File: src/sv/vmx_pkg.sv
// Shared types, opcodes, status codes and helper functions for the VM instruction executor.
// Has no dependencies; every other file refers to it by scoped names.
package vmx_pkg;

  localparam int NUM_REGS_DEF   = 256;
  localparam int HEAP_BYTES_DEF = 8192;

  localparam int PC_W   = 16;
  localparam int WORD_W = 32;
  localparam int CODE_W = 18;
  localparam int BYTE_W = 8;

  localparam logic [7:0] OP_HALT  = 8'h00;
  localparam logic [7:0] OP_LOAD  = 8'h10;
  localparam logic [7:0] OP_STORE = 8'h20;
  localparam logic [7:0] OP_MOVE  = 8'h30;
  localparam logic [7:0] OP_IMM   = 8'h40;
  localparam logic [7:0] OP_ADD   = 8'h50;
  localparam logic [7:0] OP_SUB   = 8'h60;
  localparam logic [7:0] OP_GT    = 8'h70;
  localparam logic [7:0] OP_GE    = 8'h80;
  localparam logic [7:0] OP_EQ    = 8'h90;
  localparam logic [7:0] OP_BR    = 8'ha0;
  localparam logic [7:0] OP_JMP   = 8'hb0;
  localparam logic [7:0] OP_PRINT = 8'hc0;
  localparam logic [7:0] OP_READ  = 8'hd0;

  typedef enum logic [2:0] {
    ST_RUN     = 3'd0,
    ST_HALT    = 3'd1,
    ST_ILLEGAL = 3'd2,
    ST_HEAP    = 3'd3,
    ST_CODE    = 3'd4,
    ST_PRINT   = 3'd5,
    ST_READ    = 3'd6
  } status_t;

  // Outcome of executing one instruction.
  typedef struct packed {
    logic [PC_W-1:0]   next_pc;
    status_t           status;
    logic [WORD_W-1:0] wval;
    logic [WORD_W-1:0] saddr;
    logic              reg_we;
    logic              heap_we;
    logic              heap_re;
    logic              stop;
    logic [WORD_W-1:0] heap_addr;
    logic [BYTE_W-1:0] store_byte;
  } exec_res_t;

  // Field value modulo the register count, by eight conditional subtract steps.
  function automatic logic [7:0] reg_index(input logic [7:0] f, input int unsigned n);
    logic [15:0] rem;
    logic [15:0] n16;
    rem = {8'b0, f};
    n16 = 16'(n);
    for (int k = 7; k >= 0; k--) begin
      if (rem >= (n16 << k)) begin
        rem = rem - (n16 << k);
      end
    end
    return rem[7:0];
  endfunction

  // Read port 0 holds the register named by field a for these opcodes, else field b.
  function automatic logic port0_uses_a(input logic [7:0] op);
    return (op == OP_STORE) || (op == OP_BR) || (op == OP_PRINT) || (op == OP_READ);
  endfunction

  // Read port 1 holds the register named by field b for a store, else field c.
  function automatic logic port1_uses_b(input logic [7:0] op);
    return op == OP_STORE;
  endfunction

endpackage

File: src/sv/vmx_exec.sv
// Combinational execute logic: decodes one instruction and computes its outcome from the
// register operands, program counter, stopped flag and code size. Depends on vmx_pkg.
module vmx_exec #(
  parameter int HEAP_BYTES = vmx_pkg::HEAP_BYTES_DEF
) (
  input  logic [7:0]                  opcode,
  input  logic [7:0]                  field_a,
  input  logic [7:0]                  field_b,
  input  logic [7:0]                  field_c,
  input  logic [vmx_pkg::WORD_W-1:0]  op0,
  input  logic [vmx_pkg::WORD_W-1:0]  op1,
  input  logic [vmx_pkg::PC_W-1:0]    pc,
  input  logic                        stopped,
  input  logic [vmx_pkg::CODE_W-1:0]  code_size,
  output vmx_pkg::exec_res_t          res
);

  localparam logic [vmx_pkg::WORD_W-1:0] HEAP_LIMIT = vmx_pkg::WORD_W'(HEAP_BYTES);

  logic [vmx_pkg::WORD_W-1:0] va;
  logic [vmx_pkg::WORD_W-1:0] vb;
  logic [vmx_pkg::WORD_W-1:0] vc;
  logic                       ok_a;
  logic                       ok_b;
  logic                       ok_c;
  logic                       fault;

  // Undo the read port assignment chosen at issue.
  assign va = op0;
  assign vb = vmx_pkg::port1_uses_b(opcode) ? op1 : op0;
  assign vc = op1;

  // A target is legal when its byte offset lies inside the loaded program.
  assign ok_a = {8'b0, field_a, 2'b00} < code_size;
  assign ok_b = {8'b0, field_b, 2'b00} < code_size;
  assign ok_c = {8'b0, field_c, 2'b00} < code_size;

  always_comb begin
    res            = '0;
    res.next_pc    = pc + vmx_pkg::PC_W'(1);
    res.status     = vmx_pkg::ST_RUN;
    res.store_byte = vb[vmx_pkg::BYTE_W-1:0];
    if (stopped) begin
      res.next_pc = pc;
      res.status  = vmx_pkg::ST_HALT;
      res.stop    = 1'b1;
    end else begin
      unique case (opcode)
        vmx_pkg::OP_HALT: begin
          res.status = vmx_pkg::ST_HALT;
          res.stop   = 1'b1;
        end
        vmx_pkg::OP_LOAD: begin
          res.heap_addr = vb;
          if (vb >= HEAP_LIMIT) begin
            res.status = vmx_pkg::ST_HEAP;
          end else begin
            res.heap_re = 1'b1;
            res.reg_we  = 1'b1;
          end
        end
        vmx_pkg::OP_STORE: begin
          res.heap_addr = va;
          if (va >= HEAP_LIMIT) begin
            res.status = vmx_pkg::ST_HEAP;
          end else begin
            res.heap_we = 1'b1;
          end
        end
        vmx_pkg::OP_MOVE: begin
          res.wval   = vb;
          res.reg_we = 1'b1;
        end
        vmx_pkg::OP_IMM: begin
          res.wval   = {24'b0, field_b};
          res.reg_we = 1'b1;
        end
        vmx_pkg::OP_ADD: begin
          res.wval   = vb + vc;
          res.reg_we = 1'b1;
        end
        vmx_pkg::OP_SUB: begin
          res.wval   = vb - vc;
          res.reg_we = 1'b1;
        end
        vmx_pkg::OP_GT: begin
          res.wval   = {31'b0, vb > vc};
          res.reg_we = 1'b1;
        end
        vmx_pkg::OP_GE: begin
          res.wval   = {31'b0, vb >= vc};
          res.reg_we = 1'b1;
        end
        vmx_pkg::OP_EQ: begin
          res.wval   = {31'b0, vb == vc};
          res.reg_we = 1'b1;
        end
        vmx_pkg::OP_BR: begin
          if (!ok_b || !ok_c) begin
            res.status = vmx_pkg::ST_CODE;
          end else begin
            res.next_pc = (va != '0) ? {8'b0, field_b} : {8'b0, field_c};
          end
        end
        vmx_pkg::OP_JMP: begin
          if (!ok_a) begin
            res.status = vmx_pkg::ST_CODE;
          end else begin
            res.next_pc = {8'b0, field_a};
          end
        end
        vmx_pkg::OP_PRINT, vmx_pkg::OP_READ: begin
          if (va >= HEAP_LIMIT) begin
            res.status = vmx_pkg::ST_HEAP;
          end else begin
            res.saddr  = va;
            res.status = (opcode == vmx_pkg::OP_PRINT) ? vmx_pkg::ST_PRINT : vmx_pkg::ST_READ;
          end
        end
        default: begin
          res.status = vmx_pkg::ST_ILLEGAL;
        end
      endcase
    end

    // A fault leaves every piece of state alone except the stopped flag.
    fault = (res.status == vmx_pkg::ST_ILLEGAL) || (res.status == vmx_pkg::ST_HEAP) ||
            (res.status == vmx_pkg::ST_CODE);
    if (fault) begin
      res.next_pc = pc;
      res.wval    = '0;
      res.saddr   = '0;
      res.reg_we  = 1'b0;
      res.heap_we = 1'b0;
      res.heap_re = 1'b0;
      res.stop    = 1'b1;
    end
  end

endmodule

File: config.mk
export PLATFORM = sky130hd
export DESIGN_NAME = vmx_exec
export DESIGN_NICKNAME = d
export VERILOG_FILES = /design/src/sv/vmx_pkg.sv /design/src/sv/vmx_exec.sv
export SDC_FILE = /design/constraint.sdc
export NUM_CORES = 1
export LEC_CHECK = 0
export BUFFER_PORTS_ARGS = -buffer_cell sky130_fd_sc_hd__buf_2
export CORE_MARGIN = 2
export CORE_UTILIZATION = 35
export DETAILED_ROUTE_END_ITERATION = 8
export SLEW_MARGIN = 40
export SYNTH_ARGS = -nofsm -noshare
export SYNTH_HDL_FRONTEND = slang
export SYNTH_SLANG_ARGS = --single-unit
File: constraint.sdc
create_clock -name vclk -period 13.9
set_input_delay 4.17 -clock vclk [all_inputs]
set_output_delay 4.17 -clock vclk [all_outputs]
set_load 0.02 [all_outputs]
### After elaboration in Yosys (flattened, before gate mapping)

Cells that the tools add are included.

* register bits: 0
* input bits: 131
* output and inout bits: 127
* word-level logic and storage cells: 64

* add/sub/neg operators: 3
* $lt $le $gt $ge: 7
* eq/ne operators: 17
* mux-type cells: 28
* reduce and logical (&&, ||, !) cells: 9

Operators by type and width (number)
* $pmux 32 s7: 1
* $mux 32: 4
* $mux 68: 1
* $mux 67: 1
* $ge 32x14->1 const B: 2
* $pmux 32 s2: 1
* $lt 10x18->1: 3
* $eq 8x8->1 const B: 6
* $mux 16: 3
* $add 32x32->32: 1
* $eq 32x32->1: 1
* $eq 8x7->1 const B: 4
* $ge 32x32->1: 1
* $gt 32x32->1: 1
* $pmux 16 s2: 1
* $reduce_bool 32->1: 1
* $sub 32x32->32: 1
* $pmux 3 s7: 1
* $mux 19: 1
* $add 16x1->16 const B: 1
* $eq 8x6->1 const B: 2
* $mux 3: 3
* $eq 8x5->1 const B: 1
* $logic_not 8->1: 1
* other kinds (10): 21

### Longest topological paths before layout

* word-level depth: 10
* depth in mapped cells: 22
* gate-level depth less buffers: 19

### Worst setup path before layout

OpenSTA, ideal clock, no wires.

* path type: input to output
* start point: input opcode[1]
* end point: output res[107] (netlist bit)
* arrival time: 8.930 ns
* data required time: 9.730 ns
* path slack: 0.800 ns
* stages: 20
* path buffers: 4
* cells stage by stage: or4_1 -> buf_2 -> or3_1 -> clkbuf_1 -> nor2_1 -> buf_2 -> mux2_2 -> ha_1 -> buf_4 -> nor3b_2 -> o311ai_2 -> a21oi_1 -> a2111oi_4 -> o311a_1 -> nor2_1 -> a211oi_2 -> o41ai_1 -> or3_1 -> a21o_1 -> a21oi_1

RTL lines
* start: declaration: RTL line vmx_exec.sv:6 `input logic [7:0] opcode,`
* end: declaration: RTL line vmx_exec.sv:15 `output vmx_pkg::exec_res_t res`

==> metrics.md <==
| Metric | Value |
|---|---|
| Sequential fraction of the synthesis area | `0%` |
| Buf/Inv on CP | `4` |
| Post-synthesis cell area | `roughly 0.0066 sq mm` |
| Most common cell after layout, fill and taps aside | `buf_2` |
| Register area | `0 sq um` |
| Largest net degree at the start of global routing | `30` |
| Critical path arrival | `between 9 and 10 ns` |
| CP Cell Sequence | `buf_2 > or4_1 > or3_1 > nor2_4 > buf_4 > mux2_2 > ha_1 > inv_1 > nand4_1 > nor4_1 > o31ai_1 > a21bo_2 > a211oi_1 > o32a_1 > a21boi_0 > xnor2_1 > a222oi_1 > nor2_1 > buf_2` |
| CP dominant cell by count | `buf_2` |
| Die width | `roughly 140 um` |
| Drt total wl | `roughly 25000 um` |
| Vert. Die Dim | `roughly 140 um` |
| Max Cap Viol | `0` |
| Initial Util | `between 30% and 40%` |
| Initial antenna violation count | `0` |
| Max Slew Vio Count | `0` |
| Antenna Cells | `0` |
| Final setup fails | `0` |
| Worst Setup End Kind | `output port` |
| Core area | `0.0186 sq mm` |
| Synthesized netlist cell count | `about 1000` |
| Overflow after GRT | `0` |
| Post-cts hold buffer count | `0` |
| DR iter-0 viols | `approximately 510` |
| Via density | `roughly 5.6` |
| Min-delay worst type | `in2out` |
| Critical path fanouts, max | `11` |
| Routed len/inst | `roughly 17 um` |
| Final #Nets | `between 1000 and 1500` |
| Tmin final | `13.54 ns` |
| GPL Wtd Cong | `between 0.9 and 1` |
| Cell Rows | `50` |
| Rel. slew slack | `between 40% and 50%` |
| GRT Overall Usage | `approximately a quarter` |
| DRT Pass-1 Iters | `6` |
| DRT antenna net count | `0` |
| # IOs | `258` |
| CP Depth | `19` |
| Fmax | `roughly 0.074 GHz` |
| Outcome | `finished clean` |
| Worst path top cell family by delay | `simple AND/OR/NAND/NOR gates` |
| Pre-CTS setup slack | `between 0.2 and 0.25 ns` |
| PwrDens | `30.7 mW/mm^2` |
| Total Power | `around 0.25 mW` |
| Seq_cells | `0` |
| Synth cell types | `77` |
| Die area | `between 0.02 and 0.025 sq mm` |
| Critical path type | `in2out` |
| Setup slack after layout | `between 0.3 and 0.4 ns` |
| Layout cells sized above 1 | `a little over a quarter` |
| Worst hold slack | `between 8 and 9 ns` |
| Synth-to-Final Area Change | `21.4%` |
| HPWL Detailed | `between 20000 and 25000 um` |
| TNS Setup | `0 ns` |
| Post-route DRC | `0` |
| Most frequent cells in the layout | `buf_2, nor2_1, nand2_1, a21oi_1, ha_1` |
| Worst-margin pin slew | `about 0.87 ns` |
| Fill count | `between 2000 and 2500` |
| Crit path max-delay cell type | `or4_1` |
| Max incr delay on CP | `between 0.6 and 0.7 ns` |
| Lkg Pwr | `around 3.8 nW` |
| PortBufs | `roughly 240` |
| Ys Warns | `0` |
| Synthesized area per cell | `~6.6 sq um` |
| Vias in the first global route | `around 7500` |
| Worst Setup Start Kind | `input pin` |
| Clock buffers | `0` |
| Final period util | `a little over nine tenths` |
| Maximum vdd drop | `approximately 16 uV` |
| Post_cts resized | `0` |
| First-pass GRT wire length | `39200 um` |
| Critical Path RT | `a little under 10 ns` |
| Vias | `8128` |
| Final Hold Viols | `0` |
| Worst hold path depth | `3` |
| RSZ-0062 raised after global routing | `false` |
==> per-layer routing <==
layer	vias up	share of wire [%]	track usage, %
li1	4044	-	-
met1	3721	45	32.2
met2	327	47	41.6
met3	36	6.7	1.92
met4	0	2.0	4.21
met5	-	0	0
==> layout make-up <==
class,instances,area [sq um],area share (%)
multi-input combinational,878,6080,75.4
timing repair buffer,262,1370,17.0
inverter,86,323,4.00
tap,234,293,3.63
==> logic make-up (layout without fill, tap and decap cells) <==
| family | Yosys count | in the layout | synth area share (%) |
|---|---|---|---|
| other cells | 1 | 19 | 0.0564 |
| buf+inv | 152 | 348 | 9.90 |
| mux | 46 | 46 | 7.66 |
| compound gates | 307 | 307 | 31.7 |
| xor+xnor | 45 | 45 | 5.93 |
| fa+ha+maj | 91 | 91 | 17.4 |
| simple gates | 370 | 370 | 27.4 |
==> power by group <==
part,internal (mW),switching (mW),total (mW)
Clock,0,0,0
Combinational,0.0998,0.148,0.248
Sequential,0,0,0
==> repair_timing <==
| item | 4_1_cts | 5_1_grt |
|---|---|---|
| endpoints found under the setup margin | 0 | 4 |
| setup buffers | 0 | 4 |
| hold endpoints to repair | 0 | 0 |
==> cells in the mapped netlist, types with 13 or more instances <==
| cell | n | area share (%) |
|---|---|---|
| a21o_1 | 18 | 2.0 |
| a21oi_1 | 92 | 6.9 |
| and2_1 | 48 | 4.5 |
| buf_4 | 20 | 2.3 |
| clkbuf_1 | 34 | 1.9 |
| ha_1 | 89 | 17 |
| inv_1 | 86 | 4.9 |
| mux2_2 | 32 | 5.4 |
| nand2_1 | 92 | 5.2 |
| nand2b_1 | 16 | 1.5 |
| nand3_1 | 16 | 1.2 |
| nor2_1 | 96 | 5.4 |
| nor2b_1 | 14 | 1.3 |
| nor3_1 | 35 | 2.6 |
| nor4_1 | 13 | 1.2 |
| o21ai_0 | 40 | 3.0 |
| o21bai_1 | 20 | 2.3 |
| xnor2_1 | 36 | 4.7 |
==> worst paths after layout <==
check	startpoint	to	slack (ns)
worst max-delay path	opcode[1]	res[102]	0.36
worst min-delay path	op0[17]	res[25]	8.69
==> stage by stage <==
| stage | instances | instance area (sq um) | utilization, % |
|---|---|---|---|
| floorplan | 1030 | 6710 | - |
| global placement | 1456 | 8040 | 43.1 |
| detailed placement | 1456 | 8040 | 43.1 |
| CTS | 1456 | 8040 | 43.1 |
| global route | 1460 | 8070 | 43.3 |
| finish | 1460 | 8070 | 43.3 |
==> worst min-delay path, cell delays in order <==
cell and delay [ns]:
buf_2 0.09, and2_1 0.10, buf_2 0.15
(Power assumes the default switching activity.)
